$ cat config.mk
export PLATFORM = sky130hd
export DESIGN_NAME = intercom_line_pulse_decoder
export DESIGN_NICKNAME = d
export VERILOG_FILES = /design/src/hw/rtl/ilpd_pkg.sv /design/src/hw/rtl/ilpd_cfg_regs.sv /design/src/hw/rtl/ilpd_core.sv /design/src/hw/rtl/ilpd_out_skid.sv /design/src/hw/rtl/intercom_line_pulse_decoder.sv
export SDC_FILE = /design/constraint.sdc
export NUM_CORES = 1
export LEC_CHECK = 0
export BUFFER_PORTS_ARGS = -buffer_cell sky130_fd_sc_hd__buf_2
export CAP_MARGIN = 20
export CORE_MARGIN = 2
export CORE_UTILIZATION = 30
export DETAILED_ROUTE_END_ITERATION = 7
export SLEW_MARGIN = 20
export SYNTH_ARGS = -nofsm -noshare
export SYNTH_HDL_FRONTEND = slang
export SYNTH_SLANG_ARGS = --single-unit
$ cat constraint.sdc
create_clock -name aclk -period 15.9 [get_ports aclk]
set_clock_uncertainty 0.05 [all_clocks]
set_input_delay 0.795 -clock aclk [delete_from_list [all_inputs] [get_ports aclk]]
set_output_delay 0.795 -clock aclk [all_outputs]
set_load 0.05 [all_outputs]
$ cat src/hw/rtl/ilpd_pkg.sv
package ilpd_pkg;

    localparam int unsigned RUN_W   = 16;
    localparam int unsigned PULSE_W = 8;
    localparam int unsigned FLAT_W  = 12;
    localparam int unsigned PHASE_W = 3;
    localparam int unsigned CFG_IDX_W = 3;

    // Phase codes
    localparam logic [PHASE_W-1:0] PH_NOCONN = 3'd0;
    localparam logic [PHASE_W-1:0] PH_CONN   = 3'd1;
    localparam logic [PHASE_W-1:0] PH_DIG1   = 3'd2;
    localparam logic [PHASE_W-1:0] PH_DIG2   = 3'd3;
    localparam logic [PHASE_W-1:0] PH_DATA   = 3'd4;
    localparam logic [PHASE_W-1:0] PH_ENDED  = 3'd5;

    // Link status codes
    localparam logic [1:0] LINK_DOWN = 2'd0;
    localparam logic [1:0] LINK_UP   = 2'd1;
    localparam logic [1:0] LINK_RX   = 2'd2;

    // Configuration register indexes
    localparam logic [CFG_IDX_W-1:0] CFG_DISCONNECT_LOW = 3'd0;
    localparam logic [CFG_IDX_W-1:0] CFG_CALL_START_LOW = 3'd1;
    localparam logic [CFG_IDX_W-1:0] CFG_DIGIT_END_HIGH = 3'd2;
    localparam logic [CFG_IDX_W-1:0] CFG_IDLE_HIGH      = 3'd3;
    localparam logic [CFG_IDX_W-1:0] CFG_CALL_END_LOW   = 3'd4;

    // Reset values of the thresholds
    localparam logic [RUN_W-1:0] RST_DISCONNECT_LOW = 16'd1000;
    localparam logic [RUN_W-1:0] RST_CALL_START_LOW = 16'd100;
    localparam logic [RUN_W-1:0] RST_DIGIT_END_HIGH = 16'd50;
    localparam logic [RUN_W-1:0] RST_IDLE_HIGH      = 16'd200;
    localparam logic [RUN_W-1:0] RST_CALL_END_LOW   = 16'd300;

    // Digit arithmetic
    localparam logic [PULSE_W-1:0]  PULSE_TEN_ALIAS = 8'd11;
    localparam logic [FLAT_W:0]     FLAT_FOLD_LO    = 13'd100;
    localparam logic [FLAT_W:0]     FLAT_FOLD_HI    = 13'd110;
    localparam logic [FLAT_W:0]     FLAT_FOLD_SUB   = 13'd100;

    typedef struct packed {
        logic [RUN_W-1:0] disconnect_low_run;
        logic [RUN_W-1:0] call_start_low_run;
        logic [RUN_W-1:0] digit_end_high_run;
        logic [RUN_W-1:0] idle_high_run;
        logic [RUN_W-1:0] call_end_low_run;
    } cfg_t;

    typedef struct packed {
        logic [1:0]        link_status;
        logic              led_on;
        logic              flat_valid;
        logic [FLAT_W-1:0] flat_number;
    } result_t;

endpackage

$ cat src/hw/rtl/ilpd_cfg_regs.sv
module ilpd_cfg_regs
    import ilpd_pkg::*;
(
    input  logic                 aclk,
    input  logic                 aresetn,
    input  logic                 cfg_wr_en,
    input  logic [CFG_IDX_W-1:0] cfg_index,
    input  logic [RUN_W-1:0]     cfg_wdata,
    output cfg_t                 cfg
);

    cfg_t cfg_reg;

    always_ff @(posedge aclk) begin
        if (!aresetn) begin
            cfg_reg.disconnect_low_run <= RST_DISCONNECT_LOW;
            cfg_reg.call_start_low_run <= RST_CALL_START_LOW;
            cfg_reg.digit_end_high_run <= RST_DIGIT_END_HIGH;
            cfg_reg.idle_high_run      <= RST_IDLE_HIGH;
            cfg_reg.call_end_low_run   <= RST_CALL_END_LOW;
        end else if (cfg_wr_en) begin
            unique case (cfg_index)
                CFG_DISCONNECT_LOW: cfg_reg.disconnect_low_run <= cfg_wdata;
                CFG_CALL_START_LOW: cfg_reg.call_start_low_run <= cfg_wdata;
                CFG_DIGIT_END_HIGH: cfg_reg.digit_end_high_run <= cfg_wdata;
                CFG_IDLE_HIGH:      cfg_reg.idle_high_run      <= cfg_wdata;
                CFG_CALL_END_LOW:   cfg_reg.call_end_low_run   <= cfg_wdata;
                default: ; // drop writes beyond the register list
            endcase
        end
    end

    assign cfg = cfg_reg;

endmodule

$ cat src/hw/rtl/ilpd_core.sv
module ilpd_core
    import ilpd_pkg::*;
(
    input  logic    aclk,
    input  logic    aresetn,
    input  logic    step_en,
    input  logic    line_level,
    input  cfg_t    cfg,
    output result_t result
);

    logic [PHASE_W-1:0] phase_reg, phase_next;
    logic [RUN_W-1:0]   low_run_reg, low_run_next;
    logic [RUN_W-1:0]   high_run_reg, high_run_next;
    logic               last_level_reg, last_level_next;
    logic [PULSE_W-1:0] pulse_count_reg, pulse_count_next;
    logic [FLAT_W-1:0]  flat_reg, flat_next;
    logic [1:0]         status_reg, status_next;
    logic               lamp_reg, lamp_next;

    logic [RUN_W-1:0]   low_inc, high_inc;
    logic [PULSE_W-1:0] pulse_upd, digit_val;
    logic [FLAT_W:0]    flat_sum;
    logic               closed, idle_hit, go_en, valid;
    logic [PHASE_W-1:0] go_phase;

    assign low_inc  = (low_run_reg == '1) ? low_run_reg : low_run_reg + 1'b1;
    assign high_inc = (high_run_reg == '1) ? high_run_reg : high_run_reg + 1'b1;

    // Count a pulse on every high-to-low edge during the digit phases, saturating at all ones
    assign pulse_upd = (last_level_reg && !line_level && pulse_count_reg != '1)
                       ? pulse_count_reg + 1'b1 : pulse_count_reg;
    assign digit_val = (pulse_upd == PULSE_TEN_ALIAS) ? PULSE_W'(1) : pulse_upd;
    assign flat_sum  = {1'b0, flat_reg} + {{(FLAT_W+1-PULSE_W){1'b0}}, digit_val}
                       - (FLAT_W+1)'(1);

    assign closed   = line_level && (high_inc >= cfg.digit_end_high_run);
    // After a digit closes the high run is cleared, so only a zero threshold hits
    assign idle_hit = line_level && (closed ? (cfg.idle_high_run == '0)
                                            : (high_inc >= cfg.idle_high_run));

    always_comb begin
        low_run_next     = low_run_reg;
        high_run_next    = high_run_reg;
        last_level_next  = last_level_reg;
        pulse_count_next = pulse_count_reg;
        flat_next        = flat_reg;
        go_en            = 1'b0;
        go_phase         = phase_reg;
        valid            = 1'b0;

        unique case (phase_reg) inside
            PH_CONN: begin
                if (!line_level) begin
                    low_run_next = low_inc;
                    if (low_inc >= cfg.disconnect_low_run) begin
                        go_en    = 1'b1;
                        go_phase = PH_NOCONN;
                    end
                end else if (low_run_reg >= cfg.call_start_low_run) begin
                    go_en    = 1'b1;
                    go_phase = PH_DIG1;
                end
            end
            PH_DIG1, PH_DIG2: begin
                pulse_count_next = pulse_upd;
                last_level_next  = line_level;
                if (!line_level) begin
                    high_run_next = '0;
                    low_run_next  = low_inc;
                end else begin
                    low_run_next  = '0;
                    high_run_next = high_inc;
                end
                if (closed) begin
                    if (phase_reg == PH_DIG1) begin
                        flat_next = FLAT_W'({pulse_upd, 3'b000})
                                  + FLAT_W'({pulse_upd, 1'b0});
                    end else begin
                        flat_next = (flat_sum > FLAT_FOLD_LO && flat_sum < FLAT_FOLD_HI)
                                  ? FLAT_W'(flat_sum - FLAT_FOLD_SUB)
                                  : flat_sum[FLAT_W-1:0];
                        valid     = 1'b1;
                    end
                    go_en    = 1'b1;
                    go_phase = (phase_reg == PH_DIG1) ? PH_DIG2 : PH_DATA;
                end
                if (idle_hit) begin
                    go_en    = 1'b1;
                    go_phase = PH_CONN;
                end
            end
            PH_DATA, PH_ENDED: begin
                if (!line_level) begin
                    low_run_next = low_inc;
                    if (phase_reg == PH_DATA && low_inc >= cfg.call_end_low_run) begin
                        go_en    = 1'b1;
                        go_phase = PH_ENDED;
                    end else if (phase_reg == PH_ENDED
                                 && low_inc >= cfg.disconnect_low_run) begin
                        go_en    = 1'b1;
                        go_phase = PH_NOCONN;
                    end
                end else begin
                    high_run_next = high_inc;
                    if (high_inc >= cfg.idle_high_run) begin
                        go_en    = 1'b1;
                        go_phase = PH_CONN;
                    end
                end
            end
            default: begin
                if (line_level) begin
                    go_en    = 1'b1;
                    go_phase = PH_CONN;
                end
            end
        endcase

        phase_next  = phase_reg;
        status_next = status_reg;
        lamp_next   = lamp_reg;
        if (go_en) begin
            phase_next       = go_phase;
            low_run_next     = '0;
            high_run_next    = '0;
            last_level_next  = 1'b0;
            pulse_count_next = PULSE_W'(1);
            if (go_phase == PH_NOCONN) begin
                status_next = LINK_DOWN;
                lamp_next   = 1'b0;
            end else if (go_phase == PH_CONN) begin
                status_next = LINK_UP;
                lamp_next   = 1'b1;
            end else if (go_phase == PH_DIG1) begin
                status_next = LINK_RX;
            end
        end
    end

    always_ff @(posedge aclk) begin
        if (!aresetn) begin
            phase_reg       <= PH_CONN;
            low_run_reg     <= '0;
            high_run_reg    <= '0;
            last_level_reg  <= 1'b0;
            pulse_count_reg <= PULSE_W'(1);
            flat_reg        <= '0;
            status_reg      <= LINK_UP;
            lamp_reg        <= 1'b1;
        end else if (step_en) begin
            phase_reg       <= phase_next;
            low_run_reg     <= low_run_next;
            high_run_reg    <= high_run_next;
            last_level_reg  <= last_level_next;
            pulse_count_reg <= pulse_count_next;
            flat_reg        <= flat_next;
            status_reg      <= status_next;
            lamp_reg        <= lamp_next;
        end
    end

    assign result.link_status = status_next;
    assign result.led_on      = lamp_next;
    assign result.flat_valid  = valid;
    assign result.flat_number = flat_next;

endmodule

$ cat src/hw/rtl/ilpd_out_skid.sv
module ilpd_out_skid
    import ilpd_pkg::*;
(
    input  logic    aclk,
    input  logic    aresetn,
    input  logic    in_valid,
    output logic    in_ready,
    input  result_t in_data,
    output logic    out_valid,
    input  logic    out_ready,
    output result_t out_data
);

    logic    main_valid_reg, skid_valid_reg;
    result_t main_reg, skid_reg;

    assign in_ready = !skid_valid_reg;

    always_ff @(posedge aclk) begin
        if (!aresetn) begin
            main_valid_reg <= 1'b0;
            skid_valid_reg <= 1'b0;
        end else if (!main_valid_reg || out_ready) begin
            // Output slot frees up: refill from skid first, else from input
            if (skid_valid_reg) begin
                main_valid_reg <= 1'b1;
                skid_valid_reg <= 1'b0;
            end else begin
                main_valid_reg <= in_valid;
            end
        end else if (in_valid && in_ready) begin
            skid_valid_reg <= 1'b1;
        end
    end

    always_ff @(posedge aclk) begin
        if (!main_valid_reg || out_ready) begin
            main_reg <= skid_valid_reg ? skid_reg : in_data;
        end else if (in_valid && in_ready) begin
            skid_reg <= in_data;
        end
    end

    assign out_valid = main_valid_reg;
    assign out_data  = main_reg;

endmodule

$ cat src/hw/rtl/intercom_line_pulse_decoder.sv
// Intercom line pulse decoder.
// Input stream: one sampled line level per transfer in s_tdata[0]. Output
// stream: one result transfer per input transfer, carrying link status, the
// indicator lamp and the last flat number; m_tuser marks the transfer on which
// a new flat number completes. Thresholds are set through the cfg_* write
// port (index 0..4); write them only while the block is idle.
// A result is registered in the output buffer before it shows on m_tvalid.
// Throughput: one transfer per cycle while m_tready is high; the phase update
// is a single pass of logic from the state registers into the output register.
// Reset (aresetn low, synchronous): the phase returns to connected, run
// counters clear, thresholds reload their defaults and the output stream empties.
// Stall: while m_tready is low the output holds its result; a two-entry
// output buffer takes one more input, then s_tready drops until the
// receiver resumes. No result is dropped or repeated.
module intercom_line_pulse_decoder
    import ilpd_pkg::*;
(
    input  logic                 aclk,
    input  logic                 aresetn,
    // line_level [0], zero padding [7:1]
    input  logic [7:0]           s_tdata,
    input  logic                 s_tvalid,
    output logic                 s_tready,
    // link_status [1:0], led_on [2], flat_number [14:3], zero padding [15]
    output logic [15:0]          m_tdata,
    // flat_valid [0]
    output logic                 m_tuser,
    output logic                 m_tvalid,
    input  logic                 m_tready,
    input  logic                 cfg_wr_en,
    input  logic [CFG_IDX_W-1:0] cfg_index,
    input  logic [RUN_W-1:0]     cfg_wdata
);

    cfg_t    cfg;
    result_t core_result, out_result;
    logic    step_en;

    ilpd_cfg_regs u_cfg (
        .aclk      (aclk),
        .aresetn   (aresetn),
        .cfg_wr_en (cfg_wr_en),
        .cfg_index (cfg_index),
        .cfg_wdata (cfg_wdata),
        .cfg       (cfg)
    );

    // Advance the decoder state on every accepted input transfer
    assign step_en = s_tvalid && s_tready;

    ilpd_core u_core (
        .aclk       (aclk),
        .aresetn    (aresetn),
        .step_en    (step_en),
        .line_level (s_tdata[0]),
        .cfg        (cfg),
        .result     (core_result)
    );

    ilpd_out_skid u_out (
        .aclk      (aclk),
        .aresetn   (aresetn),
        .in_valid  (s_tvalid),
        .in_ready  (s_tready),
        .in_data   (core_result),
        .out_valid (m_tvalid),
        .out_ready (m_tready),
        .out_data  (out_result)
    );

    // Pack the result fields, lowest bit first
    assign m_tdata = {1'b0, out_result.flat_number, out_result.led_on,
                      out_result.link_status};
    assign m_tuser = out_result.flat_valid;

endmodule

==> results of run 1 <==
worst max-delay path, cell delays in order (launching register included):
cell,delay (ns)
dfxtp_1,0.37
ha_1,0.26
and3_4,0.19
a311oi_4,0.48
nand4_2,0.21
nor2_2,0.15
xnor2_1,0.25
inv_1,0.15
nor4_1,0.25
nand4_1,0.16
nand2_1,0.12
ha_1,0.12
inv_1,0.04
ha_1,0.24
fa_1,0.42
a21o_1,0.21
and4_4,0.20
or3_1,0.36
a211oi_1,0.30
o2111ai_1,0.21
a2111oi_4,0.43
nand2_1,0.23
a22oi_1,0.26
mux2_2,0.22
mux2_2,0.14
worst max-delay path by stage:
| stage | end | slack (ns) | cells after the start |
|---|---|---|---|
| final | u_out.out_data[4] | 9.73 | 24 |
| after global routing | u_out.out_data[5] | 9.18 | 24 |
| after CTS | u_out.out_data[4] | 9.71 | 24 |
| after detailed placement | u_out.out_data[10] | 9.52 | 23 |
| after global placement | u_out.out_data[5] | 9.55 | 23 |
| after floorplan | u_out.out_data[5] | 10.32 | 23 |
area by class of cell:
type / instances / area [µm²]
fill: 3709 / 23600
multi-input combinational: 966 / 6410
sequential: 173 / 3780
tap: 461 / 577
inverter: 129 / 485
clock buffer: 21 / 472
timing repair buffer: 47 / 248
clock inverter: 11 / 108
layer usage:
metal,GRT usage (%),up-vias
met3,2.00,20
met1,21.0,4289
met5,0,-
li1,-,4659
met2,22.7,178
met4,3.62,0
power by group through the flow:
stage / clock network [µW] / registers [µW] / logic, µW
after detailed placement: 0 / 480 / 174
final: 421 / 470 / 176
after global placement: 0 / 480 / 172
after global routing: 446 / 472 / 195
after CTS: 428 / 470 / 176
after floorplan: 0 / 491 / 116
cell families after synthesis:
family | count (synthesis) | share of synthesized area (%)
xor gates and xnor gates | 45 | 3.69
other | 1 | 0.0345
AOI/OAI and AO/OA | 315 | 19.6
and+or+nand+nor | 468 | 19.9
adders and majority gates | 113 | 13.1
buffers and inverters | 182 | 6.36
DFF | 173 | 34.8
muxes | 24 | 2.48
placed cells by master, fill, tap and decap left out, drive strengths merged, types with 15 or more instances in the layout:
master  count
a31oi      17
nand2     213
mux2       18
o21ai      27
nor2      100
ha        111
clkbuf     21
edfxtp     32
nand3      40
o211ai     25
inv       131
nor3       18
a21o       15
buf        47
nand2b     16
and3       19
xnor2      31
a21oi     127
a211oi     19
nand4      15
dfxtp     141
metrics by stage:
step	total power (µW)	std cells	worst slack, ns	hold slack, ns	util [%]
after floorplan	607	1321	10.32	0.386	-
after global placement	652	1776	9.55	0.393	32.3
after CTS	1070	1808	9.71	0.406	33.9
after global routing	1110	1808	9.18	0.420	33.9
after detailed placement	654	1776	9.52	0.397	32.3
final	1070	1808	9.73	0.406	33.9
==> flow_metrics.env, run 1 <==
export IMPL_chipHeight_um=194
export IMPL_crit_type="flip-flop to flip-flop"
export IMPL_path_clk_slew_ns=0.07
export IMPL_clock_root_buffer="clkbuf_16"
export IMPL_wl_met2_um=12000
export IMPL_grt_max_degree=82
export IMPL_antenna_found_initial=0
export IMPL_intPower_uw=751
export IMPL_max_clock_path_buffers=2
export IMPL_routed_via_count=9146
export IMPL_finalHoldViolations=0
export IMPL_synthDominantCellAreaShare_pct=25.9
export IMPL_die_area_mm2=0.0378
export IMPL_die_width_um=194
export IMPL_numCtsBuffers=17
export IMPL_run_status="finished clean"
export IMPL_drt_iter0_markers=442
export IMPL_cp_data_arrival_time_ns=6.43
export IMPL_worst_slew_pin_slew_ns=0.920
export IMPL_ys_warn_count=0
export IMPL_cts_tree="yes"
export IMPL_synth_edf_count=32
export IMPL_wirelength_um=27300
export IMPL_fin_crit_sh_pct=38.8
export IMPL_ff2ff_setup_slack_ns=9.73
export IMPL_power_leakage_uw=0.00480
export IMPL_syn_instance_count=1321
export IMPL_synth_seq_area_share_pct=34.8
export IMPL_fmax_mhz=162
export IMPL_holdPathStages=2
export IMPL_synth_distinct_cells=88
export IMPL_reg2reg_from="u_core.pulse_count_reg[0]"
export IMPL_r2r_cells=24
export IMPL_drc=0
export IMPL_place_area_mm2=0.0115
export IMPL_syn_num_nets=1466
export IMPL_grt_pass1_vias=8499
export IMPL_startpoint="u_core.pulse_count_reg[0]"
export IMPL_grt_overflow=0
export IMPL_syn_to_final_growth_pct=11.0
export IMPL_synth_area_leaders="dfxtp_1 26%, ha_1 13%, edfxtp_1 8.8%, nand2_1 7.3%, a21oi_1 5.8%"
export IMPL_clkSinkCount=173
export IMPL_largest_register_ffs=80
export IMPL_post_route_cell_area_mm2=0.0121
export IMPL_pwr_share_comb_pct=16.5
export IMPL_maxCapViolations=0
export IMPL_postCtsResizedCells=0
export IMPL_core_area_mm2=0.0357
export IMPL_power_frac_clock_pct=39.4
export IMPL_min_to="u_cfg.cfg[63]"
export IMPL_layout_min_cycle_time_ns=6.17
export IMPL_drv_slew=0
export IMPL_p_sw_share_pct=29.7
export IMPL_h_tree_depth=4
export IMPL_cp_start_kind="flip-flop"
export IMPL_syn_area_mm2=0.0109
export IMPL_maxSlewHeadroom_pct=38.7
export IMPL_initial_core_util_pct=30.5
export IMPL_cp_end_kind="flip-flop"
export IMPL_power_per_cell_area_mw_per_mm2=88.3
export IMPL_synth_largest_area_cell="dfxtp_1"
export IMPL_cts_hold_buffers=0
export IMPL_timing_rr_end="u_out.out_data[4]"
export IMPL_antenna_cells=0
export IMPL_postCtsSetupBuffers=0
export IMPL_wl_met3_um=994
export IMPL_portBuffers=42
export IMPL_switchingPower_uw=317
export IMPL_ant_nets=0
export IMPL_required_ns=16.15
export IMPL_grt_first_pass_wirelength_um=44700
export IMPL_seq_power_share_pct=44.0
export IMPL_finalSetupViolCount=0
export IMPL_place_congestion=0.840
export IMPL_rsz0062_at_grt="no"
export IMPL_worstPathMaxFanout=8
export IMPL_place_hpwl_um=20300
export IMPL_track_usage_pct=14.5
export IMPL_async_flop_share_pct=0
export IMPL_synthMostInstantiatedCell="nand2_1"
export IMPL_via_per_inst=5.06
export IMPL_hold_start="u_cfg.cfg[63]"
export IMPL_synth_commonest_cells="213 x nand2_1, 141 x dfxtp_1, 127 x inv_1, 126 x a21oi_1, 111 x ha_1"
export IMPL_drive_above_1_share_pct=9.35
export IMPL_yosys_register_bits=173
export IMPL_top_layer="met4"
export IMPL_synthFlopType="dfxtp_1"
export IMPL_peakVddDrop_mv=0.0804
export IMPL_fin_tns_setup_ns=0
export IMPL_wl_per_cell_um=15.1
export IMPL_hold_class="flip-flop to flip-flop"
export IMPL_clock_latency_ns=0.43
export IMPL_nets=1479
export IMPL_io_pins=51
export IMPL_row_count=69
export IMPL_wl_met1_um=14100
export IMPL_drt_first_pass_iters=7
export IMPL_syn_area_per_cell_um2=8.24
Note: power is estimated with default switching activity, not from simulation.
==> inputs of run 2 (changes only) <==
- clock period: 15.9 -> 5.81 ns (I/O delays scaled with it)
==> run 2 against run 1 <==
Net effect:
- critical path depth shrank 5
- flip-flop and latch count is the same
- cell count grew 0.88%
- routed wire length grew 1.6%
- sequential share of layout area shrank 0.59 points
- register-to-register slack lost 9.3 ns
- critical endpoint is now u_out.out_data[13]
- design area grew 2.0%
- fmax grew 14%
- first-iteration DRC count grew 22%
- sequential power grew to 2.7 times the previous value
- power grew to 2.8 times the previous value
- via count grew 0.69%
- critical path type unchanged
==> flow_metrics.env, run 2 (synthesized netlist as in run 1, its figures left out) <==
export IMPL_run_status="finished clean"
export IMPL_core_area_mm2=0.0357
export IMPL_power_leakage_uw=0.00492
export IMPL_grt_max_degree=61
export IMPL_layout_commonest_cell="nand2_1"
export IMPL_drt_iter0_markers=539
export IMPL_ant_nets=0
export IMPL_track_usage_pct=14.9
export IMPL_drc=0
export IMPL_cp_end_kind="flip-flop"
export IMPL_cp_data_arrival_time_ns=5.55
export IMPL_nets=1495
export IMPL_worstPathMaxFanout=7
export IMPL_antenna_found_initial=0
export IMPL_p_total_uw=3030
export IMPL_path_buf_inv=0
export IMPL_path_clk_slew_ns=0.08
export IMPL_wl_per_cell_um=15.2
export IMPL_via_per_inst=5.05
export IMPL_max_clock_path_buffers=2
export IMPL_routed_via_count=9209
export IMPL_drive_above_1_share_pct=11.4
export IMPL_clock_latency_ns=0.44
export IMPL_row_count=69
export IMPL_worst_slew_pin_slew_ns=0.909
export IMPL_layout_min_cycle_time_ns=5.42
export IMPL_maxSlewHeadroom_pct=37.9
export IMPL_final_cell_mix="212 x nand2_1, 139 x dfxtp_1, 126 x inv_1"
export IMPL_maxCapViolations=0
export IMPL_largest_register_ffs=80
export IMPL_wirelength_um=27800
export IMPL_crit_type="flip-flop to flip-flop"
export IMPL_hold_class="primary input to flip-flop"
export IMPL_rsz0062_at_grt="no"
export IMPL_grt_overflow=0
export IMPL_dp_cells=1788
export IMPL_fill_cells=3661
export IMPL_initial_core_util_pct=30.5
export IMPL_numCtsBuffers=17
export IMPL_slowest_delay_ns=0.46
export IMPL_clkSinkCount=173
export IMPL_power_per_cell_area_mw_per_mm2=246
export IMPL_die_width_um=194
export IMPL_utilization_pct=34.6
export IMPL_fmax_mhz=185
export IMPL_chipHeight_um=194
export IMPL_place_hpwl_um=20700
export IMPL_syn_to_final_growth_pct=13.2
export IMPL_fin_tns_setup_ns=0
export IMPL_drt_first_pass_iters=5
export IMPL_h_tree_depth=4
export IMPL_cp_start_kind="flip-flop"
export IMPL_peakVddDrop_mv=0.240
export IMPL_finalNonFillerCells=1824
export IMPL_grt_first_pass_wirelength_um=45800
export IMPL_finalSetupViolCount=0
export IMPL_crit_chain="and3_1, and3_1, nand2_1, nor3_1, nand3_1, and4_1, nand3_1, xnor2_1, ha_1, and4_1, o211ai_1, o31ai_1, a211o_1, a41oi_2, a211oi_4, o22ai_2, nor3_2, mux2_2, mux2_2"
export IMPL_antenna_cells=0
export IMPL_cts_tree="yes"
export IMPL_clock_root_buffer="clkbuf_16"
export IMPL_required_ns=5.94
export IMPL_io_pins=51
export IMPL_whs_ns=0.0936
export IMPL_cts_hold_buffers=0
export IMPL_grt_pass1_vias=8778
export IMPL_slowest_stage="dfxtp_1"
export IMPL_finalHoldViolations=0
export IMPL_fin_crit_sh_pct=93.2
export IMPL_die_area_mm2=0.0378
export IMPL_portBuffers=42
export IMPL_place_congestion=0.845
export IMPL_drv_slew=0
export IMPL_crit_family="simple AND/OR/NAND/NOR gates"
[run 2: metal layers]
| metal | GRT usage (%) | wire, µm |
|---|---|---|
| met1 | 21.4 | 14100 |
| met2 | 23.5 | 12300 |
| met5 | 0 | 0 |
| met4 | 3.62 | 350 |
| met3 | 2.27 | 1000 |
[run 2: repair_timing]
action	CTS	global route
endpoints found under the setup margin	0	14
setup buffers	0	4
endpoints found under the hold margin	0	0
gates resized for setup	0	14
[run 2: power by group]
group	switching, µW	internal [µW]
registers	27.5	1260
clock network	534	714
logic	324	168
total	885	2140
[run 2: through the flow]
step | setup slack (ns) | instance area, µm²
after floorplan | 0.444 | 10900
after global placement | 0.361 | 11600
after detailed placement | 0.248 | 11600
after CTS | 0.224 | 12200
after global routing | 0.0349 | 12300
final | 0.395 | 12300
[run 2: worst min-delay path: stages]
cell and delay, ns:
buf_2 0.14, nand2_1 0.06, a21oi_1 0.05
[run 2: worst paths after layout]
path / from / end / slack, ns / cells after the start
worst max-delay path: u_core.low_run_reg[4] / u_out.out_data[13] / 0.39 / 19
worst min-delay path: cfg_wdata[1] / u_cfg.cfg[49] / 0.09 / 3
worst max register to register: u_core.low_run_reg[4] / u_out.out_data[13] / 0.39 / 19
worst min register to register: u_cfg.cfg[55] / u_cfg.cfg[55] / 0.40 / 2
[run 2: layout make-up]
class / count / area (µm²) / share of cell area [%]
multi-input combinational: 966 / 6470 / 52.6
clock inverter: 13 / 175 / 1.42
clock buffer: 19 / 454 / 3.69
sequential: 173 / 3790 / 30.7
inverter: 129 / 485 / 3.94
tap: 461 / 577 / 4.68
timing repair buffer: 63 / 368 / 2.99
==> inputs of run 3 (changes only) <==
- CORE_ASPECT_RATIO: unset -> 1.4
- CORE_MARGIN: 2 -> unset
==> run 3 against run 2 <==
Net effect:
- non-clock buffer count grew 1
- power decreased by 3.9%
- hold slack worse by 0.0015 ns
- via count about the same
- cell count grew 0.11%
- worst setup slack got worse by 0.041 ns
- largest power group unchanged
- clock power down 9.6%
- fmax fell by 0.75%
==> flow_metrics.env, run 3 (synthesized netlist as in run 1, its figures left out) <==
export IMPL_finalSetupViolCount=0
export IMPL_place_hpwl_um=20800
export IMPL_syn_to_final_growth_pct=12.5
export IMPL_whs_ns=0.0922
export IMPL_hold_start="cfg_wdata[10]"
export IMPL_h_tree_depth=4
export IMPL_die_area_mm2=0.0371
export IMPL_drive_above_1_share_pct=11.2
export IMPL_slowest_delay_ns=0.39
export IMPL_drt_first_pass_iters=5
export IMPL_core_area_mm2=0.0358
export IMPL_cp_data_arrival_time_ns=5.60
export IMPL_cts_hold_buffers=0
export IMPL_cp_start_kind="flip-flop"
export IMPL_final_cell_mix="212 x nand2_1, 141 x dfxtp_1, 126 x inv_1, 126 x a21oi_1, 111 x ha_1"
export IMPL_power_per_cell_area_mw_per_mm2=237
export IMPL_ant_nets=0
export IMPL_multi_input_comb_area_mm2=0.00645
export IMPL_largest_register_ffs=80
export IMPL_portBuffers=42
export IMPL_fin_ws_ns=0.354
export IMPL_numCtsBuffers=17
export IMPL_antenna_found_initial=0
export IMPL_drt_iter0_markers=583
export IMPL_max_clock_path_buffers=2
export IMPL_crit_family="compound AO/OA/AOI/OAI gates"
export IMPL_routed_via_count=9213
export IMPL_peakVddDrop_mv=0.210
export IMPL_crit_type="flip-flop to flip-flop"
export IMPL_required_ns=5.95
export IMPL_nets=1496
export IMPL_initial_core_util_pct=30.4
export IMPL_fin_crit_sh_pct=93.9
export IMPL_worstPathMaxFanout=5
export IMPL_drv_slew=0
export IMPL_clock_latency_ns=0.44
export IMPL_clock_root_buffer="clkbuf_16"
export IMPL_track_usage_pct=15.2
export IMPL_cts_tree="yes"
export IMPL_p_total_uw=2910
export IMPL_layout_min_cycle_time_ns=5.46
export IMPL_startpoint="u_core.pulse_count_reg[1]"
export IMPL_chipHeight_um=227
export IMPL_run_status="finished clean"
export IMPL_grt_first_pass_wirelength_um=44300
export IMPL_reg2reg_from="u_core.pulse_count_reg[1]"
export IMPL_hold_class="primary input to flip-flop"
export IMPL_fill_cells=3709
export IMPL_antenna_cells=0
export IMPL_crit_chain="ha_1, and3_4, a311oi_4, and2_1, xor2_2, inv_2, nand2_1, nor4_2, nand4_1, nand2_1, ha_1, inv_1, ha_1, fa_2, a21o_1, and4_4, or3_1, a211oi_2, o2111ai_2, a2111oi_4, nor3_1, a21oi_1, a21oi_1, mux2_2"
export IMPL_grt_max_degree=85
export IMPL_maxCapViolations=0
export IMPL_path_clk_slew_ns=0.07
export IMPL_fmax_mhz=183
export IMPL_row_count=82
export IMPL_power_leakage_uw=0.00489
export IMPL_worst_slew_pin_slew_ns=0.951
export IMPL_grt_pass1_vias=8628
export IMPL_grt_overflow=0
export IMPL_clkSinkCount=173
export IMPL_place_ws_ns=0.282
export IMPL_place_congestion=0.863
export IMPL_finalHoldViolations=0
export IMPL_drc=0
export IMPL_slowest_stage="a2111oi_4"
export IMPL_cp_end_kind="flip-flop"
export IMPL_maxSlewHeadroom_pct=36.6
export IMPL_cp_common_cell="ha_1"
export IMPL_die_width_um=163
export IMPL_path_buf_inv=2
export IMPL_final_seq_area_mm2=0.00378
export IMPL_via_per_inst=5.05
export IMPL_wl_per_cell_um=15.3
export IMPL_wirelength_um=28000
export IMPL_io_pins=51
export IMPL_layout_commonest_cell="nand2_1"
export IMPL_fin_tns_setup_ns=0
## run 3: worst register-to-register path, delay by kind of cell, from the launching register on
kind / cells / cell delay (ns)
xor+xnor: 1 / 0.22
mux: 1 / 0.29
simple gates: 9 / 1.39
buf+inv: 2 / 0.14
flops: 1 / 0.36
compound gates: 7 / 1.65
fa+ha+maj: 4 / 1.10
## run 3: where the power goes
part | switching, µW | internal, µW | leakage, µW
clock network | 505 | 623 | 0.000291
registers | 26.7 | 1260 | 0.00147
logic | 324 | 170 | 0.00313
total | 855 | 2050 | 0.00489
## run 3: timing repair
item,4_1_cts,5_1_grt
resized for setup,0,8
endpoints found under the setup margin,0,10
setup buffers,0,1
## run 3: cell type report
| class | count | area share (%) |
|---|---|---|
| clock buffers | 22 | 4.13 |
| clock inverters | 10 | 0.593 |
| inverters | 129 | 3.96 |
| multi-input cells | 966 | 52.6 |
| flip-flops and latches | 173 | 30.9 |
| well taps | 462 | 4.72 |
| repair buffers | 64 | 3.06 |
## run 3: through the flow
stage,instance area (µm²),utilization (%),std cells
6_report,12200,34.2,1826
5_1_grt,12200,34.2,1826
4_1_cts,12200,34.1,1825
3_5_place_dp,11600,32.5,1793
3_3_place_gp,11600,32.5,1793
2_1_floorplan,10900,-,1321
## run 3: path summary, 6_finish.rpt
path / cells past startpoint / end / slack (ns)
max: 24 / u_out.out_data[5] / 0.35
min: 3 / u_cfg.cfg[58] / 0.09
max reg2reg: 24 / u_out.out_data[5] / 0.35
min reg2reg: 2 / u_cfg.cfg[34] / 0.40
## run 3: per-layer routing
layer	global-route usage, %	wire length (µm)	vias up
li1	-	-	4680
met4	6.21	830	0
met1	17.8	12200	4360
met2	27.6	14300	135
met5	0	0	-
met3	1.91	691	38
